$ cat src/bsp_pkg.sv
// Shared types and constants of the beep sequence player.
// No dependencies; every other source file imports this package.
package bsp_pkg;

	localparam int QUEUE_SLOTS = 5;
	localparam int SLOT_W      = $clog2(QUEUE_SLOTS);
	localparam int LEN_W       = 16;
	localparam int CFG_W       = 16;
	localparam int CFG_IDX_W   = 2;
	localparam int CQ_DEPTH    = 2;
	localparam int CQ_AW       = $clog2(CQ_DEPTH);

	localparam logic [CFG_IDX_W-1:0] CFG_GAP_TICKS   = 2'd0;
	localparam logic [CFG_IDX_W-1:0] CFG_FINAL_PAUSE = 2'd1;

	localparam logic [CFG_W-1:0] GAP_TICKS_RESET   = 16'd100;
	localparam logic [CFG_W-1:0] FINAL_PAUSE_RESET = 16'd1000;

	localparam logic CMD_TICK    = 1'b0;
	localparam logic CMD_ENQUEUE = 1'b1;

	localparam logic [1:0] PHASE_IDLE  = 2'd0;
	localparam logic [1:0] PHASE_SOUND = 2'd1;
	localparam logic [1:0] PHASE_GAP   = 2'd2;
	localparam logic [1:0] PHASE_PAUSE = 2'd3;

	typedef struct packed {
		logic             cmd;
		logic [LEN_W-1:0] beep_length;
		logic             beep_final;
	} in_item_t;

	typedef struct packed {
		logic       buzzer_on;
		logic       busy_res;
		logic       dropped;
		logic [1:0] phase;
	} out_item_t;

	typedef enum logic {
		KIND_TICK,
		KIND_ENQUEUE
	} kind_t;

	typedef struct packed {
		kind_t            kind;
		logic [LEN_W-1:0] len;
		logic             fin;
	} cq_entry_t;

	typedef struct packed {
		logic      valid;
		cq_entry_t entry;
	} cq_head_t;

	typedef struct packed {
		logic [LEN_W-1:0] len;
		logic             fin;
	} beep_t;

	typedef enum logic [3:0] {
		PH_IDLE  = 4'b0001,
		PH_SOUND = 4'b0010,
		PH_GAP   = 4'b0100,
		PH_PAUSE = 4'b1000
	} phase_t;

endpackage

$ cat src/bsp_if.sv
// Valid/ready channel interfaces for requests in and results out.
// Depends on bsp_pkg for the payload types.
interface bsp_in_if;
	import bsp_pkg::*;
	logic     valid;
	logic     ready;
	in_item_t data;
	modport source(output valid, output data, input ready);
	modport sink(input valid, input data, output ready);
endinterface

interface bsp_out_if;
	import bsp_pkg::*;
	logic      valid;
	logic      ready;
	out_item_t data;
	modport source(output valid, output data, input ready);
	modport sink(input valid, input data, output ready);
endinterface

$ cat src/beep_sequence_player_core.sv
// Beep sequence player: one result per request, accepted and delivered at up to one per cycle.
// Path: an accepted request is written into the front queue; the back end takes it from the
// head and registers its result; queue write and player update are each one register stage.
// Throughput: one request per cycle while the result register is free or draining.
// Reset (arst_n low): queue, ring pointers, phase, counters and result valid clear at once,
// gap_ticks returns to 100 and final_pause_ticks to 1000; the beep store keeps its contents.
module beep_sequence_player_core (
	input  logic                          clk,
	input  logic                          arst_n,
	bsp_in_if.sink                        items,
	bsp_out_if.source                     results,
	input  logic                          write_en,
	input  logic [bsp_pkg::CFG_IDX_W-1:0] reg_index,
	input  logic [bsp_pkg::CFG_W-1:0]     write_data
);
	import bsp_pkg::*;

	// Classified request at the head of the front queue.
	cq_head_t head;
	// Back end takes the head request this cycle.
	logic     pop;

	// Front: accept requests and park them so the back end can stall on its own.
	bsp_front u_front (
		.clk    (clk),
		.arst_n (arst_n),
		.items  (items),
		.head   (head),
		.pop    (pop)
	);

	// Back: run the ring and the phase sequencer, hold each result until it is taken.
	bsp_back u_back (
		.clk        (clk),
		.arst_n     (arst_n),
		.head       (head),
		.pop        (pop),
		.results    (results),
		.write_en   (write_en),
		.reg_index  (reg_index),
		.write_data (write_data)
	);

endmodule

$ cat src/bsp_front.sv
// Front end: accept requests, classify them and hold them in a short queue.
// Depends on bsp_pkg and bsp_if.
module bsp_front (
	input  logic              clk,
	input  logic              arst_n,
	bsp_in_if.sink            items,
	output bsp_pkg::cq_head_t head,
	input  logic              pop
);
	import bsp_pkg::*;

	cq_entry_t        cq_q [CQ_DEPTH];
	logic [CQ_AW-1:0] wr_ptr_q;
	logic [CQ_AW-1:0] rd_ptr_q;
	logic [CQ_AW:0]   count_q;
	logic             push;
	logic             do_pop;
	cq_entry_t        incoming;

	function automatic logic [CQ_AW-1:0] bump(input logic [CQ_AW-1:0] p);
		return (p == CQ_AW'(CQ_DEPTH - 1)) ? '0 : p + 1'b1;
	endfunction

	assign items.ready = (count_q != (CQ_AW+1)'(CQ_DEPTH));
	assign push        = items.valid && items.ready;
	assign do_pop      = pop && head.valid;

	always_comb begin
		incoming.kind = (items.data.cmd == CMD_ENQUEUE) ? KIND_ENQUEUE : KIND_TICK;
		incoming.len  = items.data.beep_length;
		incoming.fin  = items.data.beep_final;
	end

	assign head.valid = (count_q != '0);
	assign head.entry = cq_q[rd_ptr_q];

	always_ff @(posedge clk) begin
		if (push) begin
			cq_q[wr_ptr_q] <= incoming;
		end
	end

	always_ff @(posedge clk or negedge arst_n) begin
		if (!arst_n) begin
			wr_ptr_q <= '0;
			rd_ptr_q <= '0;
			count_q  <= '0;
		end else begin
			if (push) begin
				wr_ptr_q <= bump(wr_ptr_q);
			end
			if (do_pop) begin
				rd_ptr_q <= bump(rd_ptr_q);
			end
			count_q <= count_q + (CQ_AW+1)'(push) - (CQ_AW+1)'(do_pop);
		end
	end

endmodule

$ cat src/bsp_back.sv
// Back end: beep ring, phase sequencer, tick counter and the result register.
// Depends on bsp_pkg and bsp_if.
module bsp_back (
	input  logic                            clk,
	input  logic                            arst_n,
	input  bsp_pkg::cq_head_t               head,
	output logic                            pop,
	bsp_out_if.source                       results,
	input  logic                            write_en,
	input  logic [bsp_pkg::CFG_IDX_W-1:0]   reg_index,
	input  logic [bsp_pkg::CFG_W-1:0]       write_data
);
	import bsp_pkg::*;

	beep_t             store_q [QUEUE_SLOTS];
	logic [SLOT_W-1:0] read_slot_q, read_slot_nx;
	logic [SLOT_W-1:0] write_slot_q, write_slot_nx;
	phase_t            phase_q, phase_nx;
	logic [LEN_W-1:0]  elapsed_q, elapsed_nx, elapsed_inc;
	logic [LEN_W-1:0]  cur_len_q, cur_len_nx;
	logic              cur_fin_q, cur_fin_nx;
	logic              busy_q, busy_nx;
	logic [CFG_W-1:0]  gap_ticks_q;
	logic [CFG_W-1:0]  final_pause_q;
	logic              res_valid_q;
	out_item_t         res_q;
	logic              step;
	logic              ring_full;
	logic              store_we;
	logic              drop;
	beep_t             head_beep;
	logic [1:0]        phase_code;

	function automatic logic [SLOT_W-1:0] next_slot(input logic [SLOT_W-1:0] s);
		return (s == SLOT_W'(QUEUE_SLOTS - 1)) ? '0 : s + 1'b1;
	endfunction

	// One request per cycle whenever the result register is free or draining.
	assign step      = head.valid && (!res_valid_q || results.ready);
	assign pop       = step;
	assign ring_full = (next_slot(write_slot_q) == read_slot_q);
	assign head_beep = store_q[read_slot_q];
	assign elapsed_inc = (elapsed_q == '1) ? elapsed_q : elapsed_q + 1'b1;

	always_comb begin
		read_slot_nx  = read_slot_q;
		write_slot_nx = write_slot_q;
		phase_nx      = phase_q;
		elapsed_nx    = elapsed_q;
		cur_len_nx    = cur_len_q;
		cur_fin_nx    = cur_fin_q;
		busy_nx       = busy_q;
		store_we      = 1'b0;
		drop          = 1'b0;
		if (step) begin
			if (head.entry.kind == KIND_ENQUEUE) begin
				if (ring_full) begin
					drop = 1'b1;
				end else begin
					store_we      = 1'b1;
					write_slot_nx = next_slot(write_slot_q);
				end
			end else begin
				elapsed_nx = elapsed_inc;
				unique case (phase_q)
					PH_IDLE: begin
						if (read_slot_q != write_slot_q) begin
							cur_len_nx   = head_beep.len;
							cur_fin_nx   = head_beep.fin;
							read_slot_nx = next_slot(read_slot_q);
							elapsed_nx   = '0;
							phase_nx     = PH_SOUND;
							busy_nx      = 1'b1;
						end
					end
					PH_SOUND: begin
						if (elapsed_inc >= cur_len_q) begin
							elapsed_nx = '0;
							phase_nx   = PH_GAP;
						end
					end
					PH_GAP: begin
						if (elapsed_inc >= gap_ticks_q) begin
							elapsed_nx = '0;
							phase_nx   = cur_fin_q ? PH_PAUSE : PH_IDLE;
						end
					end
					PH_PAUSE: begin
						// End of alert: flush whatever is still queued.
						if (elapsed_inc >= final_pause_q) begin
							elapsed_nx    = '0;
							read_slot_nx  = '0;
							write_slot_nx = '0;
							phase_nx      = PH_IDLE;
							busy_nx       = 1'b0;
						end
					end
					default: begin
						phase_nx = PH_IDLE;
					end
				endcase
			end
		end
	end

	always_comb begin
		unique case (phase_nx)
			PH_IDLE:  phase_code = PHASE_IDLE;
			PH_SOUND: phase_code = PHASE_SOUND;
			PH_GAP:   phase_code = PHASE_GAP;
			PH_PAUSE: phase_code = PHASE_PAUSE;
			default:  phase_code = PHASE_IDLE;
		endcase
	end

	always_ff @(posedge clk) begin
		if (store_we) begin
			store_q[write_slot_q] <= '{len: head.entry.len, fin: head.entry.fin};
		end
		if (step) begin
			res_q.buzzer_on <= (phase_nx == PH_SOUND);
			res_q.busy_res  <= busy_nx;
			res_q.dropped   <= drop;
			res_q.phase     <= phase_code;
		end
	end

	always_ff @(posedge clk or negedge arst_n) begin
		if (!arst_n) begin
			read_slot_q   <= '0;
			write_slot_q  <= '0;
			phase_q       <= PH_IDLE;
			elapsed_q     <= '0;
			cur_len_q     <= '0;
			cur_fin_q     <= 1'b0;
			busy_q        <= 1'b0;
			gap_ticks_q   <= GAP_TICKS_RESET;
			final_pause_q <= FINAL_PAUSE_RESET;
			res_valid_q   <= 1'b0;
		end else begin
			read_slot_q  <= read_slot_nx;
			write_slot_q <= write_slot_nx;
			phase_q      <= phase_nx;
			elapsed_q    <= elapsed_nx;
			cur_len_q    <= cur_len_nx;
			cur_fin_q    <= cur_fin_nx;
			busy_q       <= busy_nx;
			if (write_en) begin
				unique case (reg_index)
					CFG_GAP_TICKS:   gap_ticks_q   <= write_data;
					CFG_FINAL_PAUSE: final_pause_q <= write_data;
					default: ;
				endcase
			end
			if (step) begin
				res_valid_q <= 1'b1;
			end else if (results.ready) begin
				res_valid_q <= 1'b0;
			end
		end
	end

	assign results.valid = res_valid_q;
	assign results.data  = res_q;

endmodule

$ cat src/flat_wrapper.sv
// flat-port wrapper written by rule: the top's interface ports become plain ports
module beep_sequence_player_core_flat import bsp_pkg::*;
  (clk, arst_n, write_en, reg_index, write_data, items_valid, items_data, items_ready, results_valid, results_data, results_ready);
  bsp_in_if items_i ();
  bsp_out_if results_i ();
  input  logic clk;
  input  logic arst_n;
  input  logic write_en;
  input  logic [bsp_pkg::CFG_IDX_W-1:0] reg_index;
  input  logic [bsp_pkg::CFG_W-1:0] write_data;
  input wire logic [$bits(items_i.valid)-1:0] items_valid;
  input wire logic [$bits(items_i.data)-1:0] items_data;
  output wire logic [$bits(items_i.ready)-1:0] items_ready;
  output wire logic [$bits(results_i.valid)-1:0] results_valid;
  output wire logic [$bits(results_i.data)-1:0] results_data;
  input wire logic [$bits(results_i.ready)-1:0] results_ready;
  assign items_i.valid = items_valid;
  assign items_i.data = items_data;
  assign items_ready = items_i.ready;
  assign results_valid = results_i.valid;
  assign results_data = results_i.data;
  assign results_i.ready = results_ready;
  beep_sequence_player_core u_core (.clk(clk), .arst_n(arst_n), .items(items_i), .results(results_i), .write_en(write_en), .reg_index(reg_index), .write_data(write_data));
endmodule
$ cat config.mk
export PLATFORM = sky130hd
export DESIGN_NAME = beep_sequence_player_core_flat
export DESIGN_NICKNAME = d
export VERILOG_FILES = /design/src/bsp_pkg.sv /design/src/bsp_if.sv /design/src/beep_sequence_player_core.sv /design/src/bsp_front.sv /design/src/bsp_back.sv /design/src/flat_wrapper.sv
export SDC_FILE = /design/constraint.sdc
export NUM_CORES = 1
export LEC_CHECK = 0
export BUFFER_PORTS_ARGS = -buffer_cell sky130_fd_sc_hd__buf_2
export CAP_MARGIN = 20
export CORE_ASPECT_RATIO = 0.5
export CORE_MARGIN = 8
export CORE_UTILIZATION = 50
export CTS_BUF_LIST = sky130_fd_sc_hd__clkbuf_16
export DETAILED_ROUTE_END_ITERATION = 10
export PLACE_DENSITY = 0.79
export SLEW_MARGIN = 10
export SYNTH_ARGS = -nofsm -noshare
export SYNTH_HDL_FRONTEND = slang
export SYNTH_SLANG_ARGS = --single-unit
export TNS_END_PERCENT = 1
$ cat constraint.sdc
create_clock -name clk -period 4.83 [get_ports clk]
set_clock_uncertainty 0.05 [all_clocks]
set_input_delay 0 -clock clk [delete_from_list [all_inputs] [get_ports clk]]
set_output_delay 0 -clock clk [all_outputs]
set_load 0.02 [all_outputs]
==> out/qor.csv <==
stage,metric,value,unit
layout,FF/Latch Area,5820,sq um
drt,overall routed net length,20100,microns
synthesis,asr flop ratio synth,0.391,
global_routing,GR Layer Usage met2,0.285,
drt,Post-DRT Antenna Nets,0,
clock_tree,largest buffer count on any clock path,3,
synthesis,Most used DFF post-synth,sky130_fd_sc_hd__edfxtp_1,
sta,count of pins over their slew limit,0,
synthesis,Avg Synthesized Cell Area,13.1,sq um
global_routing,All-Layer GR Usage,0.167,
placed_design,number of I/O port buffers,47,
global_routing,first-pass GRT wire length,32600,microns
sta,fmax,219,MHz
layout,diodes inserted,0,
floorplanning,Core Box Area,18600,sq um
synthesis,Post-Synthesis Cells,732,
sta,RSZ-0062 raised after global routing,no,
flow_run,number of max-cap violations,0,
drt,vias,6166,
drt,number of violations reported at the end of detailed-routing iteration 0,353,
clock_tree,clock slew seen by the registers of the worst setup and hold paths,0.07,ns
synthesis,Post-synth EDFFs,126,
sta,Hold Slack,0.0218,ns
synthesis,synthesized cell area,9610,sq um
worst_setup_path,critical path endpoint category,flop,
clock_tree,Root Driver,sky130_fd_sc_hd__clkbuf_16,
global_routing,antenna violations before repair,0,
floorplanning,number of ports placed on the die boundary,48,
sta,final hold violation count,0,
power_and_ir_drop,Pwr Density,530,nW/um^2
clock_tree,clock sink count,207,
min_path,class of the tightest hold or removal check,in -> reg,
floorplanning,initial cell density of the core,0.516,
global_routing,grt total ovfl,0,
sta,Tmin final,4.57,ns
sta,total setup violations reported at the end of the flow,0,
global_routing,global routing's busiest layer,met2,
clock_tree,deepest level of the CTS H-tree,1,
layout,# nets final,945,
floorplanning,area of the die,24200,sq um
worst_setup_path,crit path buf inv count,1,
sta,post-route clock period utilization,0.946,
placed_design,final RePlAce weighted congestion,0.869,
worst_setup_path,critical path start-end classification,reg -> reg,
synthesis,Synth Net Count,828,
layout,area occupied by multi-input gates,3490,sq um
drt,DR vias/cell,5.50,
sta,Total Negative Setup Slacks,0,ns
synthesis,number of distinct library cell variants in the gate-level netlist after synthesis,60,
drt,post-route DRC violation count,0,
floorplanning,number of standard-cell rows in the floorplan,35,
sta,actual transition at the worst max-transition pin,0.976,ns
global_routing,vias in the first global route,6281,
worst_setup_path,Setup crit start kind,flop,
power_and_ir_drop,leakage power,4.52,nW
worst_setup_path,worst endpoint required time,5.21,ns
worst_setup_path,arrival time at the worst endpoint,4.95,ns
clock_tree,total CTS buffers,20,
worst_setup_path,kind of cell with the highest combined delay on the critical path,simple AND/OR/NAND/NOR gates,
drt,post-DR wirelength/cell,17.9,microns
worst_setup_path,slowest library cell on the worst path,sky130_fd_sc_hd__dfrtp_1,
drt,DR pass1 iterations,5,
synthesis,Yosys Warn Count,0,
floorplanning,die outline width,212,microns
layout,fraction of layout instances using a drive strength above 1,0.198,
layout,"Core Util, Final",0.616,
worst_setup_path,critical path's largest stage delay,0.46,ns
global_routing,global routing usage on met3,0.0331,
layout,number of fill cells,1382,
worst_setup_path,Critical Path Fanout Max,17,
layout,most frequent standard cell in the layout excluding fill and tap cells,sky130_fd_sc_hd__edfxtp_1,
synthesis,flip-flop and latch count after synthesis,207,
power_and_ir_drop,worst IR drop on VDD,0.226,mV
clock_tree,clock tree from TritonCTS,built,
status,run status,"finished, final reports clean",
clock_tree,clock latency at the later pin of the worst-skew pair,0.50,ns
placed_design,total half-perimeter wirelength after legalization and detailed placement,13500,microns
floorplanning,vertical die dimension,114,microns
sta,relative max-transition margin,0.348,
layout,Synth-to-Final Area Change,19.4,%
synthesis,fraction of the yosys area taken by sequential cells,0.606,
global_routing,largest net degree at the start of global routing,82,
worst_setup_path,"Critical Path, Cell by Cell","ha_1, inv_1, or3_1, nor4_4, nor2_1, nand4_1, xnor2_1, ha_1, and4_4, a221o_1, a211oi_2, o21ai_1, o2111a_2, nand2b_4, or3_1, o211ai_2",
global_routing,global-route met1 utilization,0.222,
layout,"leading cell types in the layout, fill and taps excluded","sky130_fd_sc_hd__edfxtp_1 (126), sky130_fd_sc_hd__nand2_1 (71), sky130_fd_sc_hd__dfrtp_1 (71), sky130_fd_sc_hd__inv_1 (66), sky130_fd_sc_hd__o21ai_0 (64)",
cells in the mapped netlist, types with 6 or more instances:
library cell / number / share of area
sky130_fd_sc_hd__a211oi_1: 7 / 0.0055
sky130_fd_sc_hd__a21oi_1: 19 / 0.0099
sky130_fd_sc_hd__clkbuf_1: 18 / 0.0070
sky130_fd_sc_hd__dfrtp_1: 71 / 0.18
sky130_fd_sc_hd__dfstp_2: 10 / 0.027
sky130_fd_sc_hd__edfxtp_1: 126 / 0.39
sky130_fd_sc_hd__ha_1: 55 / 0.072
sky130_fd_sc_hd__inv_1: 64 / 0.025
sky130_fd_sc_hd__mux2_2: 34 / 0.040
sky130_fd_sc_hd__mux2i_1: 18 / 0.019
sky130_fd_sc_hd__mux4_2: 17 / 0.040
sky130_fd_sc_hd__nand2_1: 71 / 0.028
sky130_fd_sc_hd__nand3_1: 9 / 0.0047
sky130_fd_sc_hd__nand4_1: 13 / 0.0085
sky130_fd_sc_hd__nor2_1: 21 / 0.0082
sky130_fd_sc_hd__nor3_1: 9 / 0.0047
sky130_fd_sc_hd__o21ai_0: 64 / 0.033
sky130_fd_sc_hd__o31ai_1: 6 / 0.0047
sky130_fd_sc_hd__xnor2_1: 12 / 0.011
sky130_fd_sc_hd__xor2_1: 10 / 0.0091
cells by family (layout without fill, tap and decap cells):
kind of cell,Yosys count,in the layout,share of synthesized area
DFF,207,207,0.606
xor gates and xnor gates,22,22,0.0201
adders and majority gates,55,55,0.0716
AOI/OAI and AO/OA,131,131,0.0847
muxes,69,69,0.0985
buffers and inverters,90,221,0.0362
and+or+nand+nor,158,158,0.0828
registers in the layout (all words and copies together) (netlist names), 2 cells and up:
register                     cells
u_core.u_back.cur_len_q         16
u_core.u_back.gap_ticks_q       16
u_core.u_back.final_pause_q     16
u_core.u_back.elapsed_q         16
u_core.u_back.results.data       5
u_core.u_front.count_q           2
u_core.u_front.cq_q             36
u_core.u_back.phase_q            4
u_core.u_back.read_slot_q        3
u_core.u_back.write_slot_q       3
u_core.u_back.store_q           85
worst paths after layout:
| check | cells after the start | startpoint | end | slack (ns) |
|---|---|---|---|---|
| worst min-delay path | 5 | reg_index[1] | u_core.u_back.gap_ticks_q[13] | 0.02 |
| min in group asynchronous | 3 | arst_n | u_core.u_front.count_q[0] | 0.49 |
| max in group asynchronous | 4 | arst_n | u_core.u_back.final_pause_q[6] | 3.58 |
| worst max register to register | 16 | u_core.u_back.elapsed_q[0] | u_core.u_back.elapsed_q[3] | 0.26 |
| worst max-delay path | 16 | u_core.u_back.elapsed_q[0] | u_core.u_back.elapsed_q[3] | 0.26 |
| worst min register to register | 2 | u_core.u_back.cur_len_q[13] | u_core.u_back.cur_len_q[13] | 0.43 |
layer usage:
layer  part of all wire  vias to the layer above
li1                   -                     2932
met1               0.46                     3072
met2               0.48                      145
met3              0.049                       17
met4              0.011                        0
met5                  0                        -
worst min-delay path: stages:
cell                      delay (ns)
sky130_fd_sc_hd__buf_2          0.09
sky130_fd_sc_hd__nor3b_2        0.04
sky130_fd_sc_hd__buf_4          0.21
sky130_fd_sc_hd__nand2_1        0.09
sky130_fd_sc_hd__o21ai_0        0.07
through the flow:
stage	power [mW]	setup WS, ns	std cells	cell area (sq um)
floorplan	3.98	0.839	732	9610
global placement	4.44	0.402	1026	10200
detailed placement	4.55	0.191	1026	10200
CTS	6.11	0.158	1119	11400
global route	6.42	0.0109	1122	11500
finish	6.08	0.258	1122	11500
repair_timing:
action	in CTS	in global routing
resized for setup	0	3
setup buffers	0	1
hold buffers	57	1
setup endpoints to repair	0	10
endpoints found under the hold margin	145	16
report_power, final:
group	switching (mW)	internal, mW	leakage [nW]	total (mW)
clock	0.667	0.820	0.306	1.49
combinational	1.16	0.830	2.07	1.99
sequential	0.202	2.39	2.15	2.60
total	2.03	4.04	4.52	6.08
final cells by class:
class	instances	share of cell area
Clock inverter	16	0.0111
Multi-Input combinational cell	435	0.305
Clock buffer	20	0.0436
Sequential cell	207	0.508
Timing Repair Buffer	121	0.0836
Inverter	64	0.0209
Tap cell	259	0.0283
(Power assumes the default switching activity.)
